<file path="src/hw/rtl/nks_pkg.sv">
`timescale 1ns / 1ps

package nks_pkg;

    localparam int NAME_W      = 160;
    localparam int NAME_BYTES  = 20;
    localparam int HANDLE_W    = 16;
    localparam int POS_W       = 10;
    localparam int COUNT_W     = 11;
    localparam int OP_W        = 2;
    localparam int STATUS_W    = 2;
    localparam int S_TDATA_W   = 176;
    localparam int M_TDATA_W   = 40;
    localparam int M_PAD_W     = M_TDATA_W - HANDLE_W - POS_W - COUNT_W;

    typedef enum logic [OP_W-1:0] {
        OP_INSERT = 2'd0,
        OP_LOOKUP = 2'd1,
        OP_REMOVE = 2'd2
    } op_t;

    typedef enum logic [STATUS_W-1:0] {
        STATUS_OK       = 2'd0,
        STATUS_FULL     = 2'd1,
        STATUS_NOTFOUND = 2'd2
    } status_t;

    typedef enum logic [2:0] {
        ST_IDLE,
        ST_DECODE,
        ST_SCAN_CHK,
        ST_SCAN_CMP,
        ST_SHIFT_CHK,
        ST_SHIFT_WR,
        ST_FINISH
    } state_t;

    typedef struct packed {
        logic [HANDLE_W-1:0] handle;
        logic [NAME_W-1:0]   name;
    } entry_t;

    // Commands from the controller to the datapath.
    typedef struct packed {
        logic    load_in;
        logic    mem_wr_ins;
        logic    mem_wr_shift;
        logic    rd_en;
        logic    rd_next;
        logic    idx_inc;
        logic    cnt_inc;
        logic    cnt_dec;
        logic    res_status_we;
        status_t res_status;
        logic    res_handle_we;
        logic    res_pos_we;
        logic    out_load;
    } cmd_t;

    // Status from the datapath to the controller.
    typedef struct packed {
        op_t  op;
        logic full;
        logic scan_end;
        logic shift_end;
        logic match;
        logic out_free;
    } sts_t;

    // Every byte after the first zero byte is forced to zero.
    function automatic logic [NAME_W-1:0] normalize_name(input logic [NAME_W-1:0] raw);
        logic [NAME_W-1:0] res;
        logic              ended;
        res   = '0;
        ended = 1'b0;
        for (int b = 0; b < NAME_BYTES; b++) begin
            if (!ended) begin
                res[b*8 +: 8] = raw[b*8 +: 8];
            end
            if (raw[b*8 +: 8] == 8'd0) begin
                ended = 1'b1;
            end
        end
        return res;
    endfunction

endpackage

</file>
<file path="src/hw/rtl/nks_ctrl.sv">
`timescale 1ns / 1ps

module nks_ctrl (
    input  logic          aclk,
    input  logic          aresetn,
    input  logic          s_tvalid,
    output logic          s_tready,
    input  nks_pkg::sts_t sts,
    output nks_pkg::cmd_t cmd
);

    nks_pkg::state_t state_reg;
    nks_pkg::state_t state_next;

    always_ff @(posedge aclk) begin
        if (!aresetn) begin
            state_reg <= nks_pkg::ST_IDLE;
        end else begin
            state_reg <= state_next;
        end
    end

    always_comb begin
        state_next = state_reg;
        case (state_reg)
            nks_pkg::ST_IDLE: begin
                if (s_tvalid) begin
                    state_next = nks_pkg::ST_DECODE;
                end
            end
            nks_pkg::ST_DECODE: begin
                if (sts.op == nks_pkg::OP_LOOKUP || sts.op == nks_pkg::OP_REMOVE) begin
                    state_next = nks_pkg::ST_SCAN_CHK;
                end else begin
                    state_next = nks_pkg::ST_FINISH;
                end
            end
            nks_pkg::ST_SCAN_CHK: begin
                state_next = sts.scan_end ? nks_pkg::ST_FINISH : nks_pkg::ST_SCAN_CMP;
            end
            nks_pkg::ST_SCAN_CMP: begin
                if (!sts.match) begin
                    state_next = nks_pkg::ST_SCAN_CHK;
                end else if (sts.op == nks_pkg::OP_REMOVE) begin
                    state_next = nks_pkg::ST_SHIFT_CHK;
                end else begin
                    state_next = nks_pkg::ST_FINISH;
                end
            end
            nks_pkg::ST_SHIFT_CHK: begin
                state_next = sts.shift_end ? nks_pkg::ST_FINISH : nks_pkg::ST_SHIFT_WR;
            end
            nks_pkg::ST_SHIFT_WR: begin
                state_next = nks_pkg::ST_SHIFT_CHK;
            end
            nks_pkg::ST_FINISH: begin
                if (sts.out_free) begin
                    state_next = nks_pkg::ST_IDLE;
                end
            end
            default: begin
                state_next = nks_pkg::ST_IDLE;
            end
        endcase
    end

    always_comb begin
        cmd        = '0;
        cmd.res_status = nks_pkg::STATUS_OK;
        s_tready   = 1'b0;
        case (state_reg)
            nks_pkg::ST_IDLE: begin
                s_tready    = 1'b1;
                cmd.load_in = s_tvalid;
            end
            nks_pkg::ST_DECODE: begin
                if (sts.op == nks_pkg::OP_INSERT) begin
                    cmd.res_status_we = 1'b1;
                    if (sts.full) begin
                        cmd.res_status = nks_pkg::STATUS_FULL;
                    end else begin
                        cmd.mem_wr_ins = 1'b1;
                        cmd.cnt_inc    = 1'b1;
                    end
                end
            end
            nks_pkg::ST_SCAN_CHK: begin
                cmd.rd_en = !sts.scan_end;
            end
            nks_pkg::ST_SCAN_CMP: begin
                if (sts.match) begin
                    cmd.res_pos_we = 1'b1;
                    if (sts.op == nks_pkg::OP_LOOKUP) begin
                        cmd.res_status_we = 1'b1;
                        cmd.res_handle_we = 1'b1;
                    end
                end else begin
                    cmd.idx_inc = 1'b1;
                end
            end
            nks_pkg::ST_SHIFT_CHK: begin
                if (sts.shift_end) begin
                    cmd.cnt_dec       = 1'b1;
                    cmd.res_status_we = 1'b1;
                end else begin
                    cmd.rd_en   = 1'b1;
                    cmd.rd_next = 1'b1;
                end
            end
            nks_pkg::ST_SHIFT_WR: begin
                cmd.mem_wr_shift = 1'b1;
                cmd.idx_inc      = 1'b1;
            end
            nks_pkg::ST_FINISH: begin
                cmd.out_load = sts.out_free;
            end
            default: begin
                cmd = '0;
            end
        endcase
    end

    // A result is only handed over while the output register can take it.
    a_out_load_free: assert property (@(posedge aclk) disable iff (!aresetn)
        cmd.out_load |-> sts.out_free)
        else $error("result loaded while output register is occupied");

    // A request is taken only when the previous one has fully finished.
    a_accept_after_finish: assert property (@(posedge aclk) disable iff (!aresetn)
        cmd.load_in |=> state_reg == nks_pkg::ST_DECODE)
        else $error("accepted request did not reach decode");

    a_shift_follows_read: assert property (@(posedge aclk) disable iff (!aresetn)
        cmd.mem_wr_shift |-> $past(cmd.rd_en) && $past(cmd.rd_next))
        else $error("shift write without the preceding read");

endmodule

</file>
<file path="config.mk">
export PLATFORM = sky130hd
export DESIGN_NAME = nks_ctrl
export DESIGN_NICKNAME = d
export VERILOG_FILES = /design/src/hw/rtl/nks_pkg.sv /design/src/hw/rtl/nks_ctrl.sv
export SDC_FILE = /design/constraint.sdc
export NUM_CORES = 1
export LEC_CHECK = 0
export BUFFER_PORTS_ARGS = -buffer_cell sky130_fd_sc_hd__buf_2
export CORE_AREA = 2 2 39 41
export CTS_BUF_LIST = sky130_fd_sc_hd__clkbuf_16
export CTS_CLUSTER_DIAMETER = 120
export DETAILED_ROUTE_END_ITERATION = 8
export DIE_AREA = 0 0 41 43
export SKIP_CTS_REPAIR_TIMING = 1
export SYNTH_ARGS = -nofsm -noshare
export SYNTH_HDL_FRONTEND = slang
export SYNTH_SLANG_ARGS = --single-unit
</file>
<file path="constraint.sdc">
create_clock -name aclk -period 1.45 [get_ports aclk]
set_input_delay 0.145 -clock aclk [delete_from_list [all_inputs] [get_ports aclk]]
set_output_delay 0.145 -clock aclk [all_outputs]
set_load 0.1 [all_outputs]
</file>
==> impl_metrics.prom, run 1 <==
# TYPE chip_impl_metric gauge
chip_impl_info{name="crit_start",value="state_reg[0]$_SDFFE_PN0P_"} 1
chip_impl_info{name="synth_top_cells_by_area",value="sky130_fd_sc_hd__dfxtp_1 (16%), sky130_fd_sc_hd__ha_1 (10%), sky130_fd_sc_hd__nor2b_1 (6.7%)"} 1
chip_impl_metric{name="r2r_setup_slack",unit="ns"} 0.33
chip_impl_metric{name="synth_fp_nets",unit=""} 65
chip_impl_metric{name="worst_ir_drop_vdd",unit="V"} 0.00111
chip_impl_info{name="ys_top_cells_by_count",value="sky130_fd_sc_hd__nor2_1 (5), sky130_fd_sc_hd__nor2b_1 (4), sky130_fd_sc_hd__nor3_1 (4)"} 1
chip_impl_info{name="top_layer_used",value="met4"} 1
chip_impl_metric{name="critPathRequiredTime",unit="ns"} 1.31
chip_impl_metric{name="area.growth.synth_to_final",unit="%"} 172
chip_impl_metric{name="asyncSetResetFlopFracSynth",unit="%"} 0
chip_impl_metric{name="gp_congestion",unit=""} 0.782
chip_impl_metric{name="grt-ovfl-total",unit=""} 0
chip_impl_metric{name="worst_slack",unit="ns"} -0.263
chip_impl_metric{name="first_pass_iters",unit=""} 2
chip_impl_metric{name="antenna-diode-count",unit=""} 0
chip_impl_metric{name="post_drt_via_cell_ratio",unit=""} 4.82
chip_impl_metric{name="grt_use_total",unit="%"} 14.8
chip_impl_metric{name="synthesis.yosys.warnings",unit=""} 0
chip_impl_metric{name="insertion_delay",unit="ns"} 0.22
chip_impl_info{name="tritoncts",value="yes"} 1
chip_impl_metric{name="largest_register_ffs",unit=""} 3
chip_impl_metric{name="timing.critical_path.fanout_max",unit=""} 5
chip_impl_metric{name="port-buffer-count",unit=""} 23
chip_impl_info{name="most_numerous_cell_in_the_yosys_netlist",value="sky130_fd_sc_hd__nor2_1"} 1
chip_impl_metric{name="met2RoutedLength",unit="um"} 745
chip_impl_metric{name="route.detailed.drc",unit=""} 0
chip_impl_metric{name="design.die.area",unit="mm2"} 0.00176
chip_impl_metric{name="std_cell_rows",unit=""} 14
chip_impl_metric{name="cts_max_path_buffers",unit=""} 2
chip_impl_info{name="synth_largest_area_cell",value="sky130_fd_sc_hd__dfxtp_1"} 1
chip_impl_metric{name="fp.dieW",unit="um"} 41
chip_impl_metric{name="grt_start_max_net_pins",unit=""} 10
chip_impl_metric{name="grt_pass1_vias",unit=""} 462
chip_impl_info{name="worst_setup_path_start_kind",value="register"} 1
chip_impl_metric{name="floorplan.die.height",unit="um"} 43
chip_impl_metric{name="cp.arrival",unit="ns"} 1.57
chip_impl_metric{name="fin_crit_sh",unit="%"} 118
chip_impl_info{name="worstSetupPathType",value="reg -> out"} 1
chip_impl_metric{name="effective_utilization_at_floorplan",unit="%"} 27.0
chip_impl_metric{name="achievable-frequency",unit="MHz"} 584
chip_impl_metric{name="num_io_pins",unit=""} 25
chip_impl_metric{name="synthDominantCellAreaShare",unit="%"} 16.1
chip_impl_metric{name="grt_pass1_wl",unit="mm"} 1.79
chip_impl_metric{name="timing.final.max_slew_violations",unit=""} 0
chip_impl_metric{name="synth_edf_count",unit=""} 0
chip_impl_info{name="crit_path_end",value="cmd[5]"} 1
chip_impl_metric{name="core_area",unit="mm2"} 0.00138
chip_impl_metric{name="cts_made_buffers",unit=""} 3
chip_impl_metric{name="antenna_violations_before_repair",unit=""} 0
chip_impl_metric{name="count_of_distinct_cell_types_in_the_synthesized_netlist",unit=""} 26
chip_impl_metric{name="postRouteWirelength",unit="mm"} 1.31
chip_impl_metric{name="synth-seq-area-share",unit="%"} 16.1
chip_impl_metric{name="static-leakage-power",unit="nW"} 0.476
chip_impl_metric{name="syn_inst",unit=""} 52
chip_impl_info{name="rsz0062_at_grt",value="true"} 1
chip_impl_info{name="synth_flop_cell",value="sky130_fd_sc_hd__dfxtp_1"} 1
chip_impl_info{name="status",value="complete, but fails checks"} 1
chip_impl_metric{name="antenna_left",unit=""} 0
chip_impl_metric{name="max_cap_violations",unit=""} 0
chip_impl_metric{name="final_period_minus_worst_setup_slack",unit="ns"} 1.71
chip_impl_metric{name="finalSetupViolations",unit=""} 6
chip_impl_metric{name="synth-seq-cells",unit=""} 3
chip_impl_info{name="reg2reg_from",value="state_reg[1]$_SDFFE_PN0P_"} 1
chip_impl_info{name="min_path_type",value="in -> reg"} 1
chip_impl_metric{name="cts_sinks",unit=""} 3
chip_impl_metric{name="detailroute.wirelength.met3",unit="um"} 53
chip_impl_metric{name="power.total",unit="mW"} 1.57
chip_impl_info{name="failed_checks",value="negative setup slack"} 1
chip_impl_metric{name="wl_per_cell",unit="um"} 12.5
chip_impl_metric{name="syn_area_per_cell",unit="um2"} 7.19
chip_impl_info{name="worst_r2r_endpoint",value="state_reg[1]$_SDFFE_PN0P_"} 1
chip_impl_metric{name="worstRegToRegCells",unit=""} 4
chip_impl_metric{name="nNetsFinal",unit=""} 103
chip_impl_metric{name="wl_met1",unit="um"} 492
chip_impl_metric{name="path_clk_slew",unit="ns"} 0.03
chip_impl_metric{name="via_count",unit=""} 506
chip_impl_metric{name="detail_route.iter0.violations",unit=""} 2
chip_impl_metric{name="setup_total_negative_slack",unit="ns"} -0.835
chip_impl_metric{name="setup_clock_skew_after_layout",unit="ns"} 0.00164
chip_impl_metric{name="power-per-cell-area",unit="mW/mm2"} 1540
chip_impl_metric{name="min_path_cells",unit=""} 2
chip_impl_info{name="endpoint_kind",value="output pin"} 1
chip_impl_metric{name="drive_above_1_share",unit="%"} 71.9
chip_impl_metric{name="layout.filler_cells",unit=""} 98
chip_impl_info{name="clock-root-buffer",value="sky130_fd_sc_hd__clkbuf_16"} 1
chip_impl_metric{name="synth_cell_area",unit="um2"} 374
chip_impl_metric{name="htreeDepth",unit=""} 1
chip_impl_metric{name="hold_viol_final",unit=""} 0
chip_impl_metric{name="post_detailed_placement_half_perimeter_wirelength",unit="um"} 975
cells by family (layout without fill, tap and decap cells):
kind of cell             Yosys count  in the layout  synth area share [%]
AND/OR/NAND/NOR                   26             26                  41.8
adder cells (fa/ha/maj)            3              3                  10.0
buffers and inverters              9             46                  11.7
other                              1              1                  1.00
flip-flops                         3              3                  16.1
AO/OA/AOI/OAI                     10             10                  19.4
per-layer routing:
layer | GRT usage (%) | vias to the layer above
li1 | - | 250
met1 | 19.0 | 242
met2 | 21.9 | 12
met3 | 1.57 | 2
met4 | 10.0 | 0
met5 | 0 | -
area by class of cell:
class                   instances  area [um2]  area share [%]
flip-flops and latches          3        68.8            6.77
well taps                      16        20.0            1.97
clock inverters                 1        3.75           0.369
multi-input cells              40         375            36.9
repair buffers                 38         458            45.1
inverters                       4        15.0            1.48
clock buffers                   3        75.1            7.39
cell usage in the layout, fill, tap and decap left out, drive strengths merged, types with 3 or more instances in the layout:
| cell type | n |
|---|---|
| buf | 38 |
| clkbuf | 3 |
| dfxtp | 3 |
| ha | 3 |
| inv | 5 |
| nor2 | 5 |
| nor2b | 4 |
| nor3 | 4 |
| o21a | 3 |
through the flow:
| stage | utilization (%) | hold slack [ns] | cells | setup WS, ns | cell area (um2) |
|---|---|---|---|---|---|
| 2_1_floorplan | - | 0.254 | 52 | -0.383 | 473 |
| 3_5_place_dp | 62.8 | 0.395 | 100 | -0.0616 | 870 |
| 5_1_grt | 73.4 | 0.179 | 105 | -0.290 | 1020 |
| 6_report | 73.4 | 0.170 | 105 | -0.263 | 1020 |
| 4_1_cts | 68.5 | 0.170 | 104 | -0.277 | 948 |
| 3_3_place_gp | 62.8 | 0.393 | 100 | -0.0445 | 870 |
critical path, stage by stage (launching register included):
cell                      delay, ns
sky130_fd_sc_hd__dfxtp_4       0.36
sky130_fd_sc_hd__inv_2         0.04
sky130_fd_sc_hd__or4b_4        0.51
sky130_fd_sc_hd__or3b_4        0.27
sky130_fd_sc_hd__buf_12        0.16
power by group:
part | internal, mW | total, mW | switching, mW
registers | 0.111 | 0.143 | 0.0326
clock network | 0.355 | 0.421 | 0.0667
logic | 0.414 | 1.00 | 0.588
worst min path at each step:
| stage | from | end |
|---|---|---|
| 2_1_floorplan | aresetn | state_reg[2]$_SDFFE_PN0P_ |
| 3_3_place_gp | aresetn | state_reg[1]$_SDFFE_PN0P_ |
| 3_5_place_dp | aresetn | state_reg[1]$_SDFFE_PN0P_ |
| 4_1_cts | aresetn | state_reg[1]$_SDFFE_PN0P_ |
| 5_1_grt | aresetn | state_reg[1]$_SDFFE_PN0P_ |
| 6_report | aresetn | state_reg[1]$_SDFFE_PN0P_ |
Power figures use the tool's default switching activity.
==> run 2, diff against run 1 <==
==> constraint.sdc (replaced) <==
create_clock -name aclk -period 1.45 [get_ports aclk]
set_input_delay 0.29 -clock aclk [delete_from_list [all_inputs] [get_ports aclk]]
set_output_delay 0.29 -clock aclk [all_outputs]
set_load 0.1 [all_outputs]
==> run 2 against run 1 <==
The flow still finishes with violations (negative setup slack). Non-clock buffer count up 1. Routed wire length shrank 2.1%. Sequential power decreased by 8%. Total power increased by 4.1%.
==> impl_metrics.prom, run 2 (same netlist as run 1, synthesis figures left out) <==
# TYPE chip_impl_metric gauge
chip_impl_info{name="status",value="complete, but fails checks"} 1
chip_impl_info{name="failed_checks",value="negative setup slack"} 1
chip_impl_metric{name="effective_utilization_at_floorplan",unit="%"} 27.0
chip_impl_metric{name="fp.dieW",unit="um"} 41
chip_impl_metric{name="cts_made_buffers",unit=""} 3
chip_impl_metric{name="wl_per_cell",unit="um"} 12.1
chip_impl_metric{name="nNetsFinal",unit=""} 104
chip_impl_metric{name="num_io_pins",unit=""} 25
chip_impl_info{name="rsz0062_at_grt",value="true"} 1
chip_impl_info{name="worst_setup_path_start_kind",value="register"} 1
chip_impl_metric{name="layout.filler_cells",unit=""} 82
chip_impl_metric{name="hold_viol_final",unit=""} 0
chip_impl_info{name="clock-root-buffer",value="sky130_fd_sc_hd__clkbuf_16"} 1
chip_impl_metric{name="antenna_violations_before_repair",unit=""} 0
chip_impl_metric{name="critPathRequiredTime",unit="ns"} 1.16
chip_impl_metric{name="route.detailed.drc",unit=""} 0
chip_impl_metric{name="cts_sinks",unit=""} 3
chip_impl_metric{name="placed_cell_area",unit="um2"} 907
chip_impl_metric{name="internal_power",unit="uW"} 916
chip_impl_metric{name="antenna_left",unit=""} 0
chip_impl_metric{name="core_area",unit="mm2"} 0.00138
chip_impl_metric{name="power_switching",unit="uW"} 715
chip_impl_metric{name="std_cell_rows",unit=""} 14
chip_impl_metric{name="setup_total_negative_slack",unit="ns"} -2.53
chip_impl_metric{name="grt-ovfl-total",unit=""} 0
chip_impl_metric{name="htreeDepth",unit=""} 1
chip_impl_metric{name="grt_use_total",unit="%"} 15.2
chip_impl_info{name="most_common_cell_after_layout_fill_and_taps_aside",value="sky130_fd_sc_hd__buf_12"} 1
chip_impl_info{name="tritoncts",value="yes"} 1
chip_impl_metric{name="worst_ir_drop_vdd",unit="V"} 0.00127
chip_impl_metric{name="worst_slack",unit="ns"} -0.399
chip_impl_metric{name="grt_start_max_net_pins",unit=""} 9
chip_impl_metric{name="power.total",unit="mW"} 1.63
chip_impl_metric{name="insertion_delay",unit="ns"} 0.22
chip_impl_metric{name="detail_route.iter0.violations",unit=""} 2
chip_impl_metric{name="floorplan.die.height",unit="um"} 43
chip_impl_metric{name="grt_pass1_wl",unit="mm"} 1.88
chip_impl_metric{name="combinationalPowerShare",unit="%"} 65.7
chip_impl_metric{name="achievable-frequency",unit="MHz"} 541
chip_impl_metric{name="detailedPlace.worstSlack",unit="ns"} -0.377
chip_impl_metric{name="power-per-cell-area",unit="mW/mm2"} 1520
chip_impl_metric{name="switching_share",unit="%"} 43.8
chip_impl_metric{name="fin_area",unit="mm2"} 0.00107
chip_impl_metric{name="antenna-diode-count",unit=""} 0
chip_impl_info{name="endpoint_kind",value="output pin"} 1
chip_impl_metric{name="grt_pass1_vias",unit=""} 444
chip_impl_metric{name="cp.arrival",unit="ns"} 1.56
chip_impl_metric{name="first_pass_iters",unit=""} 2
chip_impl_metric{name="post_detailed_placement_half_perimeter_wirelength",unit="um"} 900
chip_impl_metric{name="fin_crit_sh",unit="%"} 128
chip_impl_metric{name="place_inst",unit=""} 99
chip_impl_metric{name="max_cap_violations",unit=""} 0
chip_impl_metric{name="area.growth.synth_to_final",unit="%"} 187
chip_impl_metric{name="post_drt_via_cell_ratio",unit=""} 4.65
chip_impl_metric{name="postRouteWirelength",unit="mm"} 1.28
chip_impl_metric{name="setup_clock_skew_after_layout",unit="ns"} 0.00139
chip_impl_metric{name="via_count",unit=""} 493
chip_impl_metric{name="instances_no_fill",unit=""} 106
chip_impl_metric{name="timing.final.max_slew_violations",unit=""} 0
chip_impl_metric{name="finalSetupViolations",unit=""} 13
chip_impl_info{name="highest_count_cells_in_the_layout_ignoring_fill_and_taps",value="sky130_fd_sc_hd__buf_12 (14), sky130_fd_sc_hd__buf_4 (12), sky130_fd_sc_hd__buf_2 (9), sky130_fd_sc_hd__nor2b_4 (4)"} 1
chip_impl_metric{name="design.die.area",unit="mm2"} 0.00176
chip_impl_metric{name="timing.critical_path.fanout_max",unit=""} 3
chip_impl_metric{name="port-buffer-count",unit=""} 23
chip_impl_metric{name="final_period_minus_worst_setup_slack",unit="ns"} 1.85
chip_impl_metric{name="static-leakage-power",unit="nW"} 0.477
chip_impl_metric{name="power_frac_clock",unit="%"} 26.2
chip_impl_metric{name="drive_above_1_share",unit="%"} 77.8
chip_impl_info{name="min_path_type",value="in -> reg"} 1
chip_impl_metric{name="pwr-share-seq",unit="%"} 8.1
chip_impl_metric{name="largest_register_ffs",unit=""} 3
chip_impl_metric{name="cts_max_path_buffers",unit=""} 2
chip_impl_metric{name="gp_congestion",unit=""} 0.771
chip_impl_metric{name="path_clk_slew",unit="ns"} 0.03
chip_impl_info{name="worstSetupPathType",value="reg -> out"} 1
run 2: through the flow:
step / util (%) / hold slack [ns]
CTS: 71.2 / 0.323
global placement: 65.6 / 0.546
detailed placement: 65.6 / 0.541
global route: 77.6 / 0.342
floorplan: - / 0.399
finish: 77.6 / 0.323
run 2: worst max-delay path: stages (launching register included):
cell	delay, ns
sky130_fd_sc_hd__dfxtp_2	0.34
sky130_fd_sc_hd__inv_2	0.04
sky130_fd_sc_hd__or4b_4	0.51
sky130_fd_sc_hd__or3b_4	0.27
sky130_fd_sc_hd__buf_12	0.16
run 2: power by group through the flow:
stage	combinational, mW	clock [mW]	sequential (mW)
detailed placement	0.968	0	0.128
finish	1.07	0.427	0.132
floorplan	0.639	0	0.131
global placement	0.959	0	0.128
global route	1.12	0.441	0.134
CTS	0.973	0.430	0.126
run 2: final timing paths:
| kind | start | cells after the start | slack, ns | end |
|---|---|---|---|---|
| min | aresetn | 2 | 0.32 | state_reg[1]$_SDFFE_PN0P_ |
| max | state_reg[0]$_SDFFE_PN0P_ | 4 | -0.40 | cmd[5] |
| min reg2reg | state_reg[2]$_SDFFE_PN0P_ | 3 | 0.66 | state_reg[2]$_SDFFE_PN0P_ |
| max reg2reg | state_reg[2]$_SDFFE_PN0P_ | 6 | 0.27 | state_reg[0]$_SDFFE_PN0P_ |
run 2: routing by layer:
layer | vias to the layer above | track usage [%] | part of all wire (%)
li1 | 255 | - | -
met3 | 0 | 1.57 | 3.0
met1 | 227 | 21.0 | 42
met5 | - | 0 | 0
met4 | 0 | 6.00 | 0
met2 | 11 | 23.1 | 55
run 2: area by class of cell:
| class | count | area [um2] | share of cell area [%] |
|---|---|---|---|
| tap | 16 | 20.0 | 1.86 |
| clock buffer | 3 | 75.1 | 6.99 |
| timing repair buffer | 39 | 468 | 43.6 |
| sequential | 3 | 63.8 | 5.94 |
| inverter | 4 | 32.5 | 3.03 |
| multi-input combinational | 40 | 410 | 38.2 |
| clock inverter | 1 | 3.75 | 0.350 |
